`src/rtl/core/xtbd_pkg.sv`:
```
// ----------------------------------------------------------------------------
// xtbd_pkg: shared types and constants of the XTEA block decryptor
// Word and word-pair types, key register indexes, round constants and the
// mixing function used by every half-round stage.
// ----------------------------------------------------------------------------
package xtbd_pkg;

  localparam int unsigned WordW    = 32;
  localparam int unsigned KeyCount = 4;
  localparam int unsigned KeyIdxW  = 2;

  typedef logic [WordW-1:0] word_t;

  // Pair of words moving down the pipeline; a is the word feeding the mix,
  // b is the word being updated.
  typedef struct packed {
    word_t a;
    word_t b;
  } word_pair_t;

  typedef enum logic [KeyIdxW-1:0] {
    KEY_WORD0 = 2'd0,
    KEY_WORD1 = 2'd1,
    KEY_WORD2 = 2'd2,
    KEY_WORD3 = 2'd3
  } key_reg_e;

  localparam word_t Delta       = 32'h9E37_79B9;
  localparam word_t HeaderMagic = 32'hDEAD_BEEF;

  // Running sum after n remaining rounds: Delta * n mod 2^32.
  function automatic word_t round_sum(input int unsigned n);
    logic [2*WordW-1:0] prod;
    prod = {{WordW{1'b0}}, Delta} * (2*WordW)'(n);
    return prod[WordW-1:0];
  endfunction

  function automatic word_t mix_word(input word_t v);
    return ((v << 4) ^ (v >> 5)) + v;
  endfunction

endpackage

```
`src/rtl/core/xtbd_half_round.sv`:
```
// ----------------------------------------------------------------------------
// xtbd_half_round: one registered XTEA decryption half-round
// Updates b by subtracting mix(a) ^ (SUM + key), then swaps the pair so the
// next stage sees the fresh word as its mix input. Valid/ready handshake.
// ----------------------------------------------------------------------------
module xtbd_half_round #(
  parameter logic [31:0] SUM = 32'h0000_0000
) (
  input  logic                clk_i,
  input  logic                rst_ni,
  input  logic                valid_i,
  output logic                ready_o,
  input  xtbd_pkg::word_pair_t pair_i,
  input  xtbd_pkg::word_t      key_i,
  output logic                valid_o,
  input  logic                ready_i,
  output xtbd_pkg::word_pair_t pair_o
);

  logic                 valid_q;
  xtbd_pkg::word_pair_t pair_q, pair_d;
  xtbd_pkg::word_t      round_key;

  assign ready_o   = !valid_q || ready_i;
  assign round_key = SUM + key_i;

  always_comb begin
    pair_d.a = pair_i.b - (xtbd_pkg::mix_word(pair_i.a) ^ round_key);
    pair_d.b = pair_i.a;
  end

  always_ff @(posedge clk_i or negedge rst_ni) begin
    if (!rst_ni) begin
      valid_q <= 1'b0;
    end else if (ready_o) begin
      valid_q <= valid_i;
    end
  end

  always_ff @(posedge clk_i) begin
    if (valid_i && ready_o) begin
      pair_q <= pair_d;
    end
  end

  assign valid_o = valid_q;
  assign pair_o  = pair_q;

endmodule

```
`config.mk`:
```
export PLATFORM = sky130hd
export DESIGN_NAME = xtbd_half_round
export DESIGN_NICKNAME = d
export VERILOG_FILES = /design/src/rtl/core/xtbd_pkg.sv /design/src/rtl/core/xtbd_half_round.sv
export SDC_FILE = /design/constraint.sdc
export NUM_CORES = 1
export LEC_CHECK = 0
export BUFFER_PORTS_ARGS = -buffer_cell sky130_fd_sc_hd__buf_2
export CELL_PAD_IN_SITES_DETAIL_PLACEMENT = 1
export CELL_PAD_IN_SITES_GLOBAL_PLACEMENT = 2
export CORE_MARGIN = 2
export CORE_UTILIZATION = 35
export DETAILED_ROUTE_END_ITERATION = 6
export GPL_ROUTABILITY_DRIVEN = 0
export PLACE_DENSITY_LB_ADDON = 0.3
export SETUP_SLACK_MARGIN = 0.4
export SYNTH_ARGS = -nofsm -noshare
export SYNTH_HDL_FRONTEND = slang
export SYNTH_SLANG_ARGS = --single-unit
export TNS_END_PERCENT = 1
```
`constraint.sdc`:
```
create_clock -name clk_i -period 5.2 [get_ports clk_i]
set_clock_uncertainty 0.05 [all_clocks]
set_input_delay 0.52 -clock clk_i [delete_from_list [all_inputs] [get_ports clk_i]]
set_output_delay 0.52 -clock clk_i [all_outputs]
set_load 0.1 [all_outputs]
```
==> summary.md, run 1 <==
| Metric | Value |
|---|---|
| Buffers on Ports | 165 |
| Post-route core utilization | 0.452 |
| Largest net degree at the start of global routing | between 60 and 70 |
| Storage cell area | roughly 1900 sq um |
| Synth area leader | edfxtp_1 |
| Global Route met3 Usage | 0.0417 |
| Sequential-to-total area share from yosys stat | 0.343 |
| HPWL after detailed placement | ~15,000 um |
| Grt total ovfl | 0 |
| Max-Cap Viols | 0 |
| Final Slew Violations | 0 |
| First-pass GRT wire length | around 29,000 um |
| Number of distinct library cells after synthesis | 53 |
| R2R Setup Slk | around 3.5 ns |
| Initial DRC count | approximately 300 |
| Total die area | about 17,000 sq um |
| WP data required | between 5 and 6 ns |
| DRT Wirelength | 18,000 um |
| Predominant post-synthesis flop cell | edfxtp_1 |
| I/O pin count | between 150 and 200 |
| Final instance area | a little over 7000 sq um |
| Cell Area, Synth | around 5700 sq um |
| Hold Crit Class | input pin to flop |
| CTS max path bufs | 2 |
| Yosys warning count | 0 |
| Layout Cells excl Fill | between 900 and 1,000 |
| DR WL/cell | 18.7 um |
| Synthesized area per cell | 10.1 sq um |
| Startpoint types | input pin |
| Post-route DRC | 0 |
| Max VDD drop | 227 uV |
| Final Critical Period | ~4.6 ns |
| Multi-input logic area | between 3000 and 4000 sq um |
| Static leakage | 3.18 nW |
| PwrDens | 499 nW/um^2 |
| Worst setup path class | input pin to flop |
| Clk Latency, worst-skew pair | roughly 0.35 ns |
| Async SR Flop Fraction | 0.0154 |
| Filler cell count | between 1,500 and 2,000 |
| Antenna violations before repair | 2 |
| Die W | between 100 and 150 um |
| Grt met2 use | 0.339 |
| Cell Rows | 46 |
| Initial core utilization | 0.357 |
| Core area | between 15,000 and 20,000 sq um |
| Post-synth EDFFs | 64 |
| Setup_tns | 0 ns |
| Vias in the first global route | 5,402 |
| Worst slew margin | 0.444 |
| Die Span Y | between 100 and 150 um |
| Most common cell after layout, fill and taps aside | buf_2 |
| Placed cells | 942 |
| Synth Instances | between 500 and 600 |
| CP arrival | 4.64 ns |
| CTS H-tree lvls | 3 |
| Critical path peak fanout | 7 |
| CP Capture Type | flop |
| Post-synth top area share | 0.339 |
| GRT Util Overall | 0.211 |
| Final hold vios | 0 |
| Area contributors post-synth | edfxtp_1 (34%), ha_1 (15%), xnor2_1 (11%) |
| Ratio of cells with drive above 1 in the final layout | 0.287 |
| Worst Slack Setup Final | roughly 0.6 ns |
| Crit path from | pair_i[37] |
| Pre-CTS setup slack | 0.100 ns |
| CTS sink cnt | 65 |
| Fin nets | approximately 900 |
| Outcome | complete, no violations |
| Final period utilization | 0.885 |
| Most frequent cells in the layout | buf_2 (165), xnor2_1 (68), edfxtp_1 (64), ha_1 (63), a21oi_1 (51) |
| Count of final setup violators | 0 |
| Reg clk slew, reported paths | 0.06 ns |
| Via count | between 5,000 and 6,000 |
| ANT nets after route | 0 |
| Synthesized flop and latch total | between 60 and 70 |
| RSZ-0062 raised after global routing | yes |
| Synth-to-layout area growth | 26.6% |
| Min-delay src | valid_i |
| Syn nets | 732 |
| DR vias/cell | 5.28 |
| Clk root buf | clkbuf_16 |
| DR pass1 iterations | 4 |
| F_max | ~0.22 GHz |
| CTS tree | yes |
| Crit Reg-Reg Startpoint | valid_o |
| Grt met1 use | 0.285 |
| Slew @ Worst Pin | roughly 0.83 ns |
| Placed cell areas | around 6800 sq um |
| Num CTS Buffers | 9 |
| GRT busiest layer | met2 |
## power by group
group          switching (mW)  internal (mW)  total (mW)  leakage (nW)
Clock                   0.243          0.334       0.577         0.128
Sequential             0.0224          0.746       0.768         0.620
Combinational            1.55          0.686        2.24          2.43
Total                    1.82           1.77        3.58          3.18
## cells in the mapped netlist (4+ instances only)
| cell | n |
|---|---|
| a2111oi_0 | 4 |
| a21o_1 | 27 |
| a21oi_1 | 54 |
| a221o_1 | 4 |
| a221oi_1 | 4 |
| a31oi_1 | 9 |
| and2_1 | 7 |
| and3_1 | 9 |
| and4_1 | 4 |
| clkbuf_1 | 10 |
| edfxtp_1 | 64 |
| ha_1 | 66 |
| inv_1 | 17 |
| nand2_1 | 37 |
| nand2b_1 | 8 |
| nand3_1 | 9 |
| nand4_1 | 5 |
| nor2_1 | 24 |
| nor3_1 | 7 |
| o2111ai_1 | 4 |
| o21a_1 | 5 |
| o21ai_0 | 18 |
| o21bai_1 | 7 |
| xnor2_1 | 68 |
| xor2_1 | 47 |
## flip-flops by register name (all words and copies together), names as in the netlist
name and cells:
pair_o 64, valid_o 1
## per-layer routing
metal,up-vias,part of all wire
met3,19,0.046
met4,2,0.015
met2,132,0.47
met1,2450,0.47
met5,-,0.00089
li1,2478,-
## metrics by stage
step	total power [mW]	hold WS, ns
final	3.58	0.319
after global routing	3.79	0.340
after CTS	3.55	0.317
after detailed placement	2.96	0.248
after global placement	2.92	0.244
after floorplan	2.51	0.174
## path summary, 6_finish.rpt
kind                              endpoint  cells after the start
worst max-delay path            pair_o[60]                     20
worst min-delay path               valid_o                      2
worst max register to register  pair_o[27]                      3
worst min register to register     valid_o                      2
max in group asynchronous          valid_o                      2
min in group asynchronous          valid_o                      2
## cell type report
type,count,area share
multi-input combinational,472,0.517
clock inverter,5,0.00453
clock buffer,11,0.0338
sequential,65,0.271
antenna,1,0.000349
tap,216,0.0377
inverter,17,0.00889
timing repair buffer,176,0.127
## repair_timing
item / CTS / global route
setup endpoints to repair: 0 / 10
gates resized for setup: 0 / 20
hold buffers: 1 / 0
buffers inserted: 0 / 3
endpoints found under the hold margin: 1 / 0
## cells by family after synthesis
family | after synthesis | synth area share
simple gates | 125 | 0.111
buf+inv | 27 | 0.0179
fa+ha+maj | 68 | 0.153
compound gates | 164 | 0.197
flops | 65 | 0.343
xor+xnor | 115 | 0.178
## critical path: stages
cell,delay (ns)
buf_2,0.12
ha_1,0.17
inv_1,0.05
fa_1,0.41
nor2b_2,0.16
o2111ai_1,0.16
nor4bb_2,0.22
or2_2,0.34
a21oi_4,0.15
a21o_1,0.15
a41oi_1,0.13
xnor2_1,0.28
ha_2,0.37
o21a_1,0.21
nor2_2,0.11
o311ai_1,0.12
a221o_1,0.42
and2_1,0.19
o41ai_2,0.24
xnor2_1,0.10
Power figures use the tool's default switching activity.
==> run 2: changes to the inputs <==
- PLACE_DENSITY: not set -> 0.92
- PLACE_DENSITY_LB_ADDON: 0.3 -> not set
==> run 2 against run 1 <==
Against the previous run:
- clock power is 4.3% higher
- worst setup slack better by 0.0051 ns
- clock-buffer cell count is 1 higher
- die area stayed put
- combinational power hardly changed
- sequential power hardly changed
- largest cell class unchanged
- via count is 0.65% higher
- power is 0.76% higher
- core utilization is 0.28 points lower
- flip-flop and latch count stayed put
- hold slack better by 0.0082 ns
- final cell count is 0.31% lower
==> summary.md, run 2 (same netlist as run 1, synthesis figures left out) <==
| Metric | Value |
|---|---|
| Static leakage | ~3.2 nW |
| Vias in the first global route | between 5,000 and 6,000 |
| Multi-input logic area | around 3700 sq um |
| DRT Wirelength | roughly 18,000 um |
| Fin nets | roughly 910 |
| Setup_tns | 0 ns |
| GRT Util Overall | 0.210 |
| Worst slew margin | 0.439 |
| Count of final setup violators | 0 |
| Max VDD drop | 197 uV |
| ANT nets after route | 0 |
| Cell Rows | between 40 and 50 |
| I/O pin count | 166 |
| Most common cell after layout, fill and taps aside | buf_2 |
| Final Slew Violations | 0 |
| Max-Cap Viols | 0 |
| CP arrival | ~4.6 ns |
| Reg power frac | 0.213 |
| Largest net degree at the start of global routing | 65 |
| Final period utilization | 0.884 |
| CTS max path bufs | 2 |
| Clk Latency, worst-skew pair | 0.35 ns |
| Die W | approximately 130 um |
| Via count | slightly above 5,000 |
| Outcome | complete, no violations |
| RSZ-0062 raised after global routing | yes |
| Pre-CTS setup slack | -0.0102 ns |
| Tot Pwr | roughly 3.6 mW |
| CTS H-tree lvls | 3 |
| Clock network power share | 0.167 |
| PwrDens | slightly above 500 nW/um^2 |
| Die Span Y | approximately 130 um |
| Antenna violations before repair | 0 |
| Max reg flops | between 60 and 70 |
| Worst setup path class | input pin to flop |
| Buffers on Ports | 165 |
| Total die area | approximately 17,000 sq um |
| Pint | around 1.8 mW |
| Final hold vios | 0 |
| DR vias/cell | 5.33 |
| Clk root buf | clkbuf_16 |
| Sw Share | 0.502 |
| CP Capture Type | flop |
| Critical path peak fanout | 9 |
| HPWL after detailed placement | ~15,000 um |
| Ant diodes | 0 |
| First-pass GRT wire length | ~29,000 um |
| Post-route DRC | 0 |
| Storage cell area | between 1500 and 2000 sq um |
| F_max | ~0.22 GHz |
| Initial core utilization | 0.357 |
| CTS tree | yes |
| Switch Pwr | roughly 1.8 mW |
| Part of the power in combinational logic | 0.621 |
| Synth-to-layout area growth | 25.8% |
| Slew @ Worst Pin | around 0.84 ns |
| Initial DRC count | between 400 and 500 |
| DR WL/cell | roughly 19 um |
| Num CTS Buffers | 9 |
| Ratio of cells with drive above 1 in the final layout | 0.273 |
| Most frequent cells in the layout | buf_2 (165), xnor2_1 (67), ha_1 (64), edfxtp_1 (64), a21oi_1 (51) |
| Layout Cells excl Fill | 960 |
| DR pass1 iterations | 4 |
| Reg clk slew, reported paths | roughly 0.060 ns |
| Grt total ovfl | 0 |
| Core area | approximately 16,000 sq um |
| Filler cell count | roughly 1,900 |
| Placed cells | roughly 940 |
| CTS sink cnt | 65 |
| WP data required | 5.24 ns |
| Final Critical Period | 4.60 ns |
| Startpoint types | input pin |
| Worst Slack Setup Final | just over 0.6 ns |
| Hold Crit Class | input pin to flop |
## run 2: layout make-up
type / count / share of cell area
Clock inverter: 4 / 0.00614
Timing Repair Buffer: 174 / 0.126
Tap cell: 216 / 0.0379
Inverter: 17 / 0.00895
Clock buffer: 12 / 0.0332
Multi-Input combinational cell: 472 / 0.515
Sequential cell: 65 / 0.273
## run 2: worst max-delay path, stage by stage
cell	delay, ns
buf_2	0.16
xor2_2	0.19
ha_1	0.33
a21o_1	0.18
a2111oi_1	0.37
o311ai_1	0.19
a311o_1	0.35
a21o_1	0.22
a21oi_2	0.21
xnor2_2	0.18
ha_4	0.27
a21oi_1	0.16
nand2_1	0.08
a31oi_1	0.15
o311ai_1	0.15
a221o_1	0.37
and2_1	0.18
o41ai_2	0.26
xnor2_1	0.10
## run 2: stage by stage
stage / hold slack, ns / instance area (sq um) / utilization
floorplan: 0.174 / 5670 / -
global placement: 0.244 / 6780 / 0.427
detailed placement: 0.245 / 6780 / 0.427
CTS: 0.322 / 7080 / 0.446
global route: 0.342 / 7130 / 0.449
finish: 0.327 / 7130 / 0.449
## run 2: power groups by stage
stage / registers (mW) / clock network [mW] / logic (mW)
6_report: 0.767 / 0.602 / 2.24
5_1_grt: 0.779 / 0.630 / 2.38
4_1_cts: 0.769 / 0.610 / 2.21
3_5_place_dp: 0.779 / 0 / 2.19
3_3_place_gp: 0.778 / 0 / 2.12
2_1_floorplan: 1.49 / 0 / 1.02
## run 2: path summary, 6_finish.rpt
check	start	end	slack, ns	cells after the start
max	pair_i[38]	pair_o[60]	0.60	19
min	valid_i	valid_o	0.33	2
max reg2reg	valid_o	pair_o[26]	3.46	3
min in group asynchronous	rst_ni	valid_o	0.45	2
max in group asynchronous	rst_ni	valid_o	4.57	2
min reg2reg	valid_o	valid_o	0.48	2
## run 2: per-layer routing
metal  vias up  track usage  share of wire
met3        28       0.0336          0.047
met5         -            0              0
li1       2469            -              -
met1      2467        0.273           0.45
met4         0       0.0761          0.022
met2       150        0.354           0.48
## run 2: what timing repair did
item,4_1_cts,5_1_grt
pin swaps,0,5
buffers inserted,0,2
endpoints found under the hold margin,1,0
setup endpoints to repair,1,6
hold buffers,1,0
gates resized for setup,2,11
